`src/sv/c2p_pkg.sv`:
```
// ----------------------------------------------------------------------------
// c2p_pkg
// Shared constants for the Cartesian-to-polar byte converter.
// ----------------------------------------------------------------------------
`default_nettype none

package c2p_pkg;

   localparam int C2P_COORD_WIDTH   = 16;
   localparam int C2P_CORDIC_STAGES = 14;

   localparam int CSR_INDEX_WIDTH = 8;
   localparam int CSR_DATA_WIDTH  = 16;

   localparam logic [CSR_INDEX_WIDTH-1:0] REG_RADIUS_SCALE = 8'd0;
   localparam logic [CSR_INDEX_WIDTH-1:0] REG_X_COLUMN     = 8'd1;

   localparam logic [15:0] RADIUS_SCALE_RESET = 16'd8192;
   localparam logic [7:0]  X_COLUMN_RESET     = 8'd240;

   localparam int GUARD_BITS   = 8;
   localparam int HEADROOM     = 3;
   localparam int ANGLE_WIDTH  = 24;
   localparam int MAX_STAGES   = 24;
   localparam int GAIN_WIDTH   = 30;
   localparam int GAIN_SHIFT   = 15;

   localparam logic [ANGLE_WIDTH-1:0] HALF_TURN   = 24'h800000;
   localparam logic [ANGLE_WIDTH-1:0] ANGLE_ROUND = 24'h008000;
   localparam logic [GAIN_WIDTH-1:0]  INV_GAIN    = 30'd652032874;

   localparam logic [ANGLE_WIDTH-1:0] ATAN_TURNS [MAX_STAGES] = '{
      24'd2097152, 24'd1238021, 24'd654136, 24'd332050,
      24'd166669,  24'd83416,   24'd41718,  24'd20860,
      24'd10430,   24'd5215,    24'd2608,   24'd1304,
      24'd652,     24'd326,     24'd163,    24'd81,
      24'd41,      24'd20,      24'd10,     24'd5,
      24'd3,       24'd1,       24'd1,      24'd0
   };

endpackage

`default_nettype wire

```
`src/sv/c2p_cordic_stage.sv`:
```
// ----------------------------------------------------------------------------
// c2p_cordic_stage
// One registered CORDIC vectoring rotation.
// ----------------------------------------------------------------------------
`default_nettype none

module c2p_cordic_stage #(
   parameter int DATA_WIDTH = 27,
   parameter int STAGE      = 0
) (
   input  wire logic                                   clock,
   input  wire logic                                   reset,
   input  wire logic                                   in_valid,
   output logic                                        in_ready,
   input  wire logic signed [DATA_WIDTH-1:0]           x_in_d,
   input  wire logic signed [DATA_WIDTH-1:0]           y_in_d,
   input  wire logic [c2p_pkg::ANGLE_WIDTH-1:0]        z_in_d,
   input  wire logic                                   nz_in_d,
   output logic                                        out_valid,
   input  wire logic                                   out_ready,
   output logic signed [DATA_WIDTH-1:0]                x_out,
   output logic signed [DATA_WIDTH-1:0]                y_out,
   output logic [c2p_pkg::ANGLE_WIDTH-1:0]             z_out,
   output logic                                        nz_out
);
   import c2p_pkg::*;

   localparam logic [ANGLE_WIDTH-1:0] ATAN = ATAN_TURNS[STAGE];

   logic                         valid_ff;
   logic signed [DATA_WIDTH-1:0] x_ff, x_in;
   logic signed [DATA_WIDTH-1:0] y_ff, y_in;
   logic [ANGLE_WIDTH-1:0]       z_ff, z_in;
   logic                         nz_ff;
   logic signed [DATA_WIDTH-1:0] dx;
   logic signed [DATA_WIDTH-1:0] dy;

   assign dx = y_in_d >>> STAGE;
   assign dy = x_in_d >>> STAGE;

   always_comb begin
      if (!y_in_d[DATA_WIDTH-1]) begin
         x_in = x_in_d + dx;
         y_in = y_in_d - dy;
         z_in = z_in_d + ATAN;
      end else begin
         x_in = x_in_d - dx;
         y_in = y_in_d + dy;
         z_in = z_in_d - ATAN;
      end
   end

   assign in_ready = !valid_ff || out_ready;

   always_ff @(posedge clock) begin
      if (reset) begin
         valid_ff <= 1'b0;
      end else if (in_ready) begin
         valid_ff <= in_valid;
      end
   end

   always_ff @(posedge clock) begin
      if (in_ready && in_valid) begin
         x_ff  <= x_in;
         y_ff  <= y_in;
         z_ff  <= z_in;
         nz_ff <= nz_in_d;
      end
   end

   assign out_valid = valid_ff;
   assign x_out     = x_ff;
   assign y_out     = y_ff;
   assign z_out     = z_ff;
   assign nz_out    = nz_ff;

endmodule

`default_nettype wire

```
`config.mk`:
```
export PLATFORM = sky130hd
export DESIGN_NAME = c2p_cordic_stage
export DESIGN_NICKNAME = d
export VERILOG_FILES = /design/src/sv/c2p_pkg.sv /design/src/sv/c2p_cordic_stage.sv
export SDC_FILE = /design/constraint.sdc
export NUM_CORES = 1
export LEC_CHECK = 0
export BUFFER_PORTS_ARGS = -buffer_cell sky130_fd_sc_hd__buf_4
export CAP_MARGIN = 10
export CORE_AREA = 5 5 159 161
export DETAILED_ROUTE_END_ITERATION = 12
export DIE_AREA = 0 0 164 166
export HOLD_SLACK_MARGIN = 0.03
export PLACE_DENSITY = 0.54
export REMOVE_ABC_BUFFERS = 1
export SYNTH_ARGS = -nofsm -noshare
export SYNTH_HDL_FRONTEND = slang
export SYNTH_SLANG_ARGS = --single-unit
```
`constraint.sdc`:
```
create_clock -name clock -period 4.2 [get_ports clock]
set_clock_uncertainty 0.2 [all_clocks]
set_input_delay 0.42 -clock clock [delete_from_list [all_inputs] [get_ports clock]]
set_output_delay 0.42 -clock clock [all_outputs]
set_load 0.01 [all_outputs]
```
==> impl_metrics.csv <==
group,metric,value,unit
clocking,cts.htree.levels,3,
min_path,hold_path_depth,1,
floorplan,num_rows,57,
drt,wl,21700,µm
synth,ys_seq_elements,79,
setup_path,r2r_cells,2,
setup_path,crit_path_max_incr_delay,500,ps
timing,hold_viol_final,0,
job,maxCapViolations,0,
floorplan,die_y,166,µm
clocking,cts_tree,"yes",
place,port_buffers,163,
timing,max_clock_freq,316,MHz
global_routing,grt_pass1_wl,33800,µm
final_layout,fill_cells,2527,
setup_path,cp-end-kind,"register",
global_routing,grt_pass1_vias,6100,
setup_path,worst-path-buf-inv,2,
synth,yosysWarnings,0,
setup_path,worst_ep_required_time,4070,ps
setup_path,timing.rr.start,"out_valid$_SDFFE_PP0N_",
clocking,clk_latency,340,ps
final_layout,drive_above_1_share,21.3,%
drt,antenna_left,0,
synth,synth_top_area_share,33.4,%
synth,synthTopCellsByArea,"edfxtp_1, ha_1, a21oi_1",
setup_path,worst-path-stages,11,
clocking,clkSlewWorstSetupHoldPaths,70,ps
synth,avgSynthCellArea,8.92,µm²
timing,period_share,75.4,%
place,gp_congestion,0.931,
drt,drc,0,
power_and_ir_drop,p_per_area,324,nW/µm²
setup_path,critical_path_class,"in -> reg",
setup_path,rrSetupSlack,2300,ps
drt,drt_iter0_drc,381,
clocking,clock_sinks,79,
setup_path,crit_family,"compound AO/OA/AOI/OAI gates",
synth,synthArstFlopShare,0,%
setup_path,cp_max_fo,12,
setup_path,path_cells,"buf_4 -> inv_1 -> ha_1 -> nor4_4 -> o211ai_1 -> a31oi_1 -> o31ai_2 -> a31oi_4 -> nand3_1 -> a31oi_1 -> xnor2_1",
synth,synthCells,786,
floorplan,start_util,29.4,%
final_layout,syn2layout_area_growth,25.9,%
min_path,min_from,"z_in_d[14]",
floorplan,core_area,23800,µm²
floorplan,io_pins,164,
final_layout,design_area,8820,µm²
timing,grt_setup_unrepaired,"false",
power_and_ir_drop,vdd_drop_max,184,µV
synth,ys.flop_type,"edfxtp_1",
synth,ys_types,71,
power_and_ir_drop,p_int,1.93,mW
power_and_ir_drop,p_seq_share,35.6,%
setup_path,cp_slowest_cell,"nor4_4",
global_routing,antenna_found_initial,0,
synth,synth-seq-area-share,33.7,%
power_and_ir_drop,leakagePower,3.85,nW
synth,synth_area_leader_cell,"edfxtp_1",
power_and_ir_drop,netSwitchingPower,0.926,mW
timing,tns,0,ps
floorplan,dieWidth,164,µm
power_and_ir_drop,swShare,32.4,%
timing,tightestPinTransition,1050,ps
global_routing,grt_remaining_overflow,0,
setup_path,cp_common_cell,"a31oi_1",
final_layout,n_antenna_cell,0,
power_and_ir_drop,combPwrFrac,35.0,%
drt,vias,6245,
global_routing,grt_max_degree,79,
min_path,hold_class,"in -> reg",
drt,wl_per_cell,17.2,µm
timing,setup_viol,0,
final_layout,fin_nets,1094,
power_and_ir_drop,pwr-share-clk,29.3,%
clocking,cts_buffers,9,
status,outcome,"finished clean",
timing,slew_headroom,30.1,%
place,dp_hpwl,17300,µm
synth,syn_area,7010,µm²
floorplan,dieArea,27200,µm²
global_routing,grt_usage,15.6,%
timing,slew_violations,0,
drt,via_per_inst,4.96,
clocking,cts-root-buf,"clkbuf_16",
min_path,hold_end,"z_out[14]$_DFFE_PP_",
timing,fin_crit,3170,ps
synth,synth_edf_count,78,
final_layout,fin_util,37.0,%
clocking,max-clock-path-buffers,2,
drt,dr.pass1.iters,5,
setup_path,cp-start-kind,"primary input",
setup_path,r2r_end,"x_out[23]$_DFFE_PP_",
place,dpl-instance-area,8500,µm²
setup_path,cp_data_arrival_time,3040,ps
==> final cells by class <==
cell class	instances	area (µm²)	area share, %
Clock buffer	10	229	2.59
Clock inverter	6	82.6	0.936
Inverter	84	315	3.57
Multi-Input combinational cell	588	4170	47.3
Sequential cell	79	2360	26.8
Tap cell	324	405	4.59
Timing Repair Buffer	167	1260	14.2
==> power by group through the flow <==
stage	logic (mW)	registers [mW]	clock network, mW
after floorplan	0.539	1.08	0
after global placement	1.00	1.03	0
after detailed placement	1.00	1.04	0
after CTS	1.00	1.02	0.863
after global routing	1.10	1.03	0.892
final	1.00	1.02	0.838
==> routing by layer <==
metal / GRT usage, % / wire length (µm) / vias to the layer above
met4: 3.36 / 201 / 0
met1: 22.0 / 10100 / 2936
li1: - / - / 3102
met5: 0 / 0 / -
met3: 2.83 / 1470 / 10
met2: 24.9 / 9940 / 197
==> registers in the layout, indices dropped and copies added (netlist names) <==
| name | count |
|---|---|
| y_out | 27 |
| z_out | 24 |
| out_valid | 1 |
| x_out | 26 |
| nz_out | 1 |
==> worst max path at each step <==
stage                          start                   to  slack [ps]
after floorplan            out_ready     nz_out$_DFFE_PP_        1100
after global placement     x_in_d[0]  y_out[26]$_DFFE_PP_         670
after detailed placement   x_in_d[0]  y_out[26]$_DFFE_PP_         700
after CTS                  x_in_d[0]  y_out[26]$_DFFE_PP_        1070
after global routing      x_in_d[10]  x_out[18]$_DFFE_PP_         850
final                     x_in_d[10]  x_out[18]$_DFFE_PP_        1030
==> per-stage QoR <==
step                      total power [mW]  hold slack (ps)  std cells  setup WS (ps)
final                                 2.86             50.2       1258           1030
after global placement                2.04              320       1241            672
after floorplan                       1.62              289        751           1100
after global routing                  3.02             32.3       1258            852
after CTS                             2.89             32.9       1258           1070
after detailed placement              2.04              330       1241            701
==> synthesized netlist by cell type, types with 10 or more instances <==
master     n
edfxtp_1  78
o31ai_1   11
ha_1      78
nor2b_1   10
nor2_1    58
nand3_1   14
a21o_1    24
a31oi_1   12
buf_2     10
nand2_1   45
o21bai_1  11
inv_1     80
o21ai_0   44
clkbuf_1  11
o21ai_1   11
xnor2_1   44
a21oi_1   83
nor3_1    21
==> repair_timing <==
action,in CTS,in global routing
endpoints found under the setup margin,0,0
resized for setup,0,0
hold buffers,1,0
buffers inserted,0,0
endpoints found under the hold margin,1,0
==> cells in the final DEF (no fill, tap or decap), types with 6 or more instances in the layout <==
cell type  count
a211oi_1       6
a21o_1        24
a21oi_1       83
a31oi_1       12
and3_1         7
buf_4        166
clkbuf_16      9
edfxtp_1      78
ha_1          78
inv_1         80
mux2i_1        8
nand2_1       45
nand2b_1       6
nand3_1       14
nand4_1        6
nor2_1        58
nor2b_1       10
nor3_1        21
o211ai_1       6
o21ai_0       44
o21ai_1       11
o21bai_1      11
o31ai_1       11
xnor2_1       44
xor2_1         7
==> cell families (layout without fill, tap and decap cells) <==
group                    Yosys count  count (layout)  synth area share [%]
AO/OA/AOI/OAI                    256             256                  23.8
XOR/XNOR                          51              51                  6.37
adder cells (fa/ha/maj)           82              82                  15.1
buffers and inverters            119             267                  6.82
flip-flops                        79              79                  33.7
multiplexers                       8               8                  1.14
AND/OR/NAND/NOR                  191             191                  13.1
Note: power is estimated with default switching activity, not from simulation.
