`src/sv/c2p_pkg.sv`:
```
// ----------------------------------------------------------------------------
// c2p_pkg
// Shared constants for the Cartesian-to-polar byte converter.
// ----------------------------------------------------------------------------
`default_nettype none

package c2p_pkg;

   localparam int C2P_COORD_WIDTH   = 16;
   localparam int C2P_CORDIC_STAGES = 14;

   localparam int CSR_INDEX_WIDTH = 8;
   localparam int CSR_DATA_WIDTH  = 16;

   localparam logic [CSR_INDEX_WIDTH-1:0] REG_RADIUS_SCALE = 8'd0;
   localparam logic [CSR_INDEX_WIDTH-1:0] REG_X_COLUMN     = 8'd1;

   localparam logic [15:0] RADIUS_SCALE_RESET = 16'd8192;
   localparam logic [7:0]  X_COLUMN_RESET     = 8'd240;

   localparam int GUARD_BITS   = 8;
   localparam int HEADROOM     = 3;
   localparam int ANGLE_WIDTH  = 24;
   localparam int MAX_STAGES   = 24;
   localparam int GAIN_WIDTH   = 30;
   localparam int GAIN_SHIFT   = 15;

   localparam logic [ANGLE_WIDTH-1:0] HALF_TURN   = 24'h800000;
   localparam logic [ANGLE_WIDTH-1:0] ANGLE_ROUND = 24'h008000;
   localparam logic [GAIN_WIDTH-1:0]  INV_GAIN    = 30'd652032874;

   localparam logic [ANGLE_WIDTH-1:0] ATAN_TURNS [MAX_STAGES] = '{
      24'd2097152, 24'd1238021, 24'd654136, 24'd332050,
      24'd166669,  24'd83416,   24'd41718,  24'd20860,
      24'd10430,   24'd5215,    24'd2608,   24'd1304,
      24'd652,     24'd326,     24'd163,    24'd81,
      24'd41,      24'd20,      24'd10,     24'd5,
      24'd3,       24'd1,       24'd1,      24'd0
   };

endpackage

`default_nettype wire

```
`src/sv/c2p_radius.sv`:
```
// ----------------------------------------------------------------------------
// c2p_radius
// Back end: gain correction, radius scaling, rounding, saturation, angle byte.
// ----------------------------------------------------------------------------
`default_nettype none

module c2p_radius #(
   parameter int DATA_WIDTH = 27
) (
   input  wire logic                                   clock,
   input  wire logic                                   reset,
   input  wire logic                                   in_valid,
   output logic                                        in_ready,
   input  wire logic signed [DATA_WIDTH-1:0]           x_in_d,
   input  wire logic [c2p_pkg::ANGLE_WIDTH-1:0]        z_in_d,
   input  wire logic                                   nz_in_d,
   input  wire logic [15:0]                            radius_scale,
   output logic                                        out_valid,
   input  wire logic                                   out_ready,
   output logic [7:0]                                  angle_code,
   output logic [7:0]                                  radius_code,
   output logic                                        radius_saturated
);
   import c2p_pkg::*;

   localparam int MW  = DATA_WIDTH - 1;
   localparam int HIW = MW - GAIN_SHIFT;
   localparam int PHW = HIW + GAIN_WIDTH;
   localparam int PLW = GAIN_SHIFT + GAIN_WIDTH;
   localparam int SUW = PHW + 1;
   localparam int RW  = SUW - GAIN_SHIFT;
   localparam int SW  = RW + 16;
   localparam int VW  = SW + 1 - 24;

   logic [MW-1:0]          m;
   logic [ANGLE_WIDTH-1:0] z_round;
   logic [PLW-1:0]         lo_full;

   logic                   v1_ff, v2_ff, v3_ff, v4_ff;
   logic                   r1, r2, r3, r4;

   logic [PHW-1:0]         hi1_ff, hi1_in;
   logic [GAIN_WIDTH-1:0]  lo1_ff, lo1_in;
   logic [7:0]             ang1_ff, ang1_in;
   logic [SUW-1:0]         sum2;
   logic [RW-1:0]          r2_ff, r2_in;
   logic [7:0]             ang2_ff;
   logic [SW-1:0]          s3_ff, s3_in;
   logic [7:0]             ang3_ff;
   logic [SW:0]            s_round;
   logic [VW-1:0]          v;
   logic [7:0]             code4_ff, code4_in;
   logic                   sat4_ff, sat4_in;
   logic [7:0]             ang4_ff;

   // stage 1: gain partial products
   always_comb begin
      m       = (nz_in_d && !x_in_d[DATA_WIDTH-1]) ? x_in_d[MW-1:0] : '0;
      z_round = z_in_d + ANGLE_ROUND;
      ang1_in = nz_in_d ? z_round[ANGLE_WIDTH-1:ANGLE_WIDTH-8] : 8'd0;
      hi1_in  = PHW'(m[MW-1:GAIN_SHIFT]) * PHW'(INV_GAIN);
      lo_full = PLW'(m[GAIN_SHIFT-1:0]) * PLW'(INV_GAIN);
      lo1_in  = lo_full[PLW-1:GAIN_SHIFT];
   end

   // stage 2: combine and drop fraction
   always_comb begin
      sum2  = SUW'(hi1_ff) + SUW'(lo1_ff);
      r2_in = sum2[SUW-1:GAIN_SHIFT];
   end

   // stage 3: apply radius scale
   assign s3_in = SW'(r2_ff) * SW'(radius_scale);

   // stage 4: round and clamp
   always_comb begin
      s_round = (SW + 1)'(s3_ff) + (SW + 1)'(24'h800000);
      v       = s_round[SW:24];
      if (v > VW'(255)) begin
         code4_in = 8'd255;
         sat4_in  = 1'b1;
      end else begin
         code4_in = v[7:0];
         sat4_in  = 1'b0;
      end
   end

   assign r4       = !v4_ff || out_ready;
   assign r3       = !v3_ff || r4;
   assign r2       = !v2_ff || r3;
   assign r1       = !v1_ff || r2;
   assign in_ready = r1;

   always_ff @(posedge clock) begin
      if (reset) begin
         v1_ff <= 1'b0;
         v2_ff <= 1'b0;
         v3_ff <= 1'b0;
         v4_ff <= 1'b0;
      end else begin
         if (r1) begin
            v1_ff <= in_valid;
         end
         if (r2) begin
            v2_ff <= v1_ff;
         end
         if (r3) begin
            v3_ff <= v2_ff;
         end
         if (r4) begin
            v4_ff <= v3_ff;
         end
      end
   end

   always_ff @(posedge clock) begin
      if (r1 && in_valid) begin
         hi1_ff  <= hi1_in;
         lo1_ff  <= lo1_in;
         ang1_ff <= ang1_in;
      end
      if (r2 && v1_ff) begin
         r2_ff   <= r2_in;
         ang2_ff <= ang1_ff;
      end
      if (r3 && v2_ff) begin
         s3_ff   <= s3_in;
         ang3_ff <= ang2_ff;
      end
      if (r4 && v3_ff) begin
         code4_ff <= code4_in;
         sat4_ff  <= sat4_in;
         ang4_ff  <= ang3_ff;
      end
   end

   assign out_valid        = v4_ff;
   assign angle_code       = ang4_ff;
   assign radius_code      = code4_ff;
   assign radius_saturated = sat4_ff;

   a_sat_code: assert property (@(posedge clock) disable iff (reset)
      (v4_ff && sat4_ff) |-> (code4_ff == 8'd255))
      else $error("saturated radius not clamped");

   a_hold_out: assert property (@(posedge clock) disable iff (reset)
      (v4_ff && !out_ready) |=> (v4_ff && $stable(code4_ff) && $stable(ang4_ff)))
      else $error("stalled result changed");

   a_ready_chain: assert property (@(posedge clock) disable iff (reset)
      out_ready |-> in_ready)
      else $error("back end stalled while output drains");

endmodule

`default_nettype wire

```
`config.mk`:
```
export PLATFORM = sky130hd
export DESIGN_NAME = c2p_radius
export DESIGN_NICKNAME = d
export VERILOG_FILES = /design/src/sv/c2p_pkg.sv /design/src/sv/c2p_radius.sv
export SDC_FILE = /design/constraint.sdc
export NUM_CORES = 2
export LEC_CHECK = 0
export ABC_AREA = 0
export ABC_CLOCK_PERIOD_IN_PS = 18300
export BUFFER_PORTS_ARGS = -buffer_cell sky130_fd_sc_hd__buf_4
export CORE_MARGIN = 1
export CORE_UTILIZATION = 70
export CTS_BUF_LIST = sky130_fd_sc_hd__clkbuf_8
export DETAILED_ROUTE_END_ITERATION = 8
export PLACE_DENSITY = 0.88
export SETUP_SLACK_MARGIN = 0.3
export SLEW_MARGIN = 10
export SYNTH_ARGS = -nofsm -noshare
export SYNTH_HDL_FRONTEND = slang
export SYNTH_SLANG_ARGS = --single-unit
```
`constraint.sdc`:
```
create_clock -name clock -period 18.3 [get_ports clock]
set_input_delay 3.66 -clock clock [delete_from_list [all_inputs] [get_ports clock]]
set_output_delay 3.66 -clock clock [all_outputs]
set_load 0.02 [all_outputs]
```
==> results.toml <==
[run_status]
status = "completed"

[floorplan]
fp-row-count = 78
initial_core_util_pct = 71.1
chipHeight_um = 217
coreArea_mm2 = 0.0454
die-area_mm2 = 0.0469
die_w_um = 217
pin_count = 91

[grt]
grt_overflow = 0
gr-usage-all-layers_pct = 34.1
grt_pass1_vias = 25052
grt_first_pass_wirelength_um = 125000
grt_antenna_before_repair = 0
grt_max_degree = 78

[worst_setup_path]
start_kind = "primary input"
cp_num_cells = 24
cpLargestDelayFamily = "adder cells"
slowest_stage = "fa_1"
rr_startpoint = "r2_ff[13]"
reg2reg_to = "s3_ff[32]"
worst_setup_path_end_kind = "flop"
critical_path_required_ps = 18590
critPathCapture = "lo1_ff[29]"
rrSetupSlack_ps = 10910
crit_chain = "buf_4 > nor2b_2 > buf_4 > nand2_1 > inv_1 > ha_1 > inv_1 > fa_1 > inv_1 > fa_1 > fa_1 > fa_1 > inv_1 > fa_1 > inv_1 > ha_1 > and3_1 > and4_1 > o2111ai_2 > a211oi_2 > o41a_1 > o211ai_2 > and4_1 > a211oi_1"
arrival_ps = 11020
slowest_delay_ps = 560
r2r_cells = 20
worst-path-buf-inv = 7
path_class = "primary input to flop"
crit_path_max_fanout = 21
worstSetupStartpoint = "nz_in_d"

[synth]
yosys.area.top_type_share_pct = 38.5
synth_top_cells_by_count = "829 x inv_1, 620 x fa_1, 392 x ha_1, 324 x nand2_1, 203 x and2_1"
synth_most_common_cell = "inv_1"
ys_seq_elements = 161
synth_area_leaders = "fa_1 38%, ha_1 15%, edfxtp_1 15%"
syn_area_mm2 = 0.0323
synthArstFlopShare_pct = 0
synth_warnings = 0
synth_edf_count = 157
syn_inst = 3250
synth_nets = 4334
avgSynthCellArea_um2 = 9.92
ys_types = 64
yosysSeqAreaShare_pct = 14.9
synth_area_leader_cell = "fa_1"
yosys_most_used_dff = "edfxtp_1"

[timing]
finalCritPeriodShare_pct = 58.7
finClkSkew_ps = 22.1
tightest_slew_ps = 989
slew_viol_final = 0
rsz0062_at_grt = "false"
setup_viol = 0
slew_headroom_pct = 34.0
tns_ps = 0
fmax_mhz = 93.1
hold_violations = 0
min_period_ps = 10740

[cts]
cts_setup_buffers = 0
cts.path.max_buffers = 2
clk_pin_slew_worst_paths_ps = 110
cts_sinks = 161
clk_root_buffer_cell = "clkbuf_8"
clk_latency_ps = 480
htree_num_levels = 4
cts_made_buffers = 17
hold_buffers = 0
cts_tree = "built"
cts_resized = 0

[route]
drt_iter0_drc = 1708
viasPerCell = 5.86
drt_first_pass_iters = 6
routedWlPerCell_um = 19.6
vias = 22770
drc_errors = 0
ant_nets = 0
finalWirelength_um = 76000

[cells_and_area]
fill_cells = 3044
layout-drive-gt1-share_pct = 4.36
syn_to_final_growth_pct = 4.62
final_nets = 4354
diodes = 0

[worst_hold_path]
worstHoldPathCells = 0
hold_path_class = "flop to flop"

[job]
drv_cap = 0

[placed_design]
place_hpwl_um = 62300
place_congestion = 0.992
port_buffers = 75
==> metal layers <==
layer  vias up  wire, um  GRT usage (%)
li1      10058         -              -
met1     11469     29000           42.8
met2       992     38300           59.3
met3       251      5640           5.81
met4         0      3000           13.1
met5         -         0              0
==> how the worst min path moves through the flow <==
stage / to / from / slack, ps
4_1_cts: ang2_ff[1] / ang1_ff[1] / 420
2_1_floorplan: ang2_ff[0] / ang1_ff[0] / 400
6_report: ang2_ff[1] / ang1_ff[1] / 420
3_5_place_dp: ang3_ff[1] / ang2_ff[1] / 400
5_1_grt: ang2_ff[1] / ang1_ff[1] / 420
3_3_place_gp: ang2_ff[0] / ang1_ff[0] / 400
==> final cells by class <==
type	instances	area (um^2)	share of cell area, %
clock buffer	17	234	0.693
multi-input combinational	2179	24100	71.3
tap	600	751	2.22
sequential	161	4790	14.2
timing repair buffer	82	616	1.82
inverter	829	3110	9.22
clock inverter	15	171	0.508
==> state kept, by name, summed over array words and instances, names as in the netlist <==
name              cells
hi1_ff               40
lo1_ff               29
r2_ff                27
s3_ff                20
ang1_ff               8
ang2_ff               8
ang3_ff               8
angle_code            8
radius_code           8
out_valid             1
radius_saturated      1
v1_ff                 1
v2_ff                 1
v3_ff                 1
==> kinds of logic (layout without fill, tap and decap cells) <==
group | count (synthesis) | after routing | share of synthesized area [%]
mux | 2 | 2 | 0.0698
fa+ha+maj | 1012 | 1012 | 53.7
buf+inv | 910 | 943 | 10.6
xor+xnor | 108 | 108 | 2.93
flops | 161 | 161 | 14.9
simple gates | 754 | 754 | 11.4
compound gates | 303 | 303 | 6.40
==> per-stage QoR <==
stage | cells | util (%) | hold WS [ps] | setup WS, ps | instance area, um^2
finish | 3883 | 74.4 | 420 | 7560 | 33700
global route | 3883 | 74.4 | 417 | 7180 | 33700
CTS | 3883 | 74.4 | 420 | 7680 | 33700
detailed placement | 3851 | 73.5 | 405 | 7210 | 33300
global placement | 3851 | 73.5 | 401 | 7370 | 33300
floorplan | 3250 | - | 400 | 8490 | 32300
==> cells in the final DEF (no fill, tap or decap), drive strengths merged, types with 7 or more instances in the layout <==
master,count
or3,10
nand3,33
o211ai,7
nand2,325
and3,16
clkbuf,17
nor2,73
inv,836
a21o,56
a211oi,12
a31oi,12
nor2b,16
a21boi,7
xor2,43
o31ai,8
o21a,15
buf,82
fa,620
and4,10
nand2b,8
nor3,28
edfxtp,157
ha,392
xnor2,65
o21bai,12
o21ai,47
and2,203
nand4,12
a21oi,82
Power is left out: the tool's default activity adds up to more than one toggle a clock period on the data nets, which glitch-free logic cannot reach.
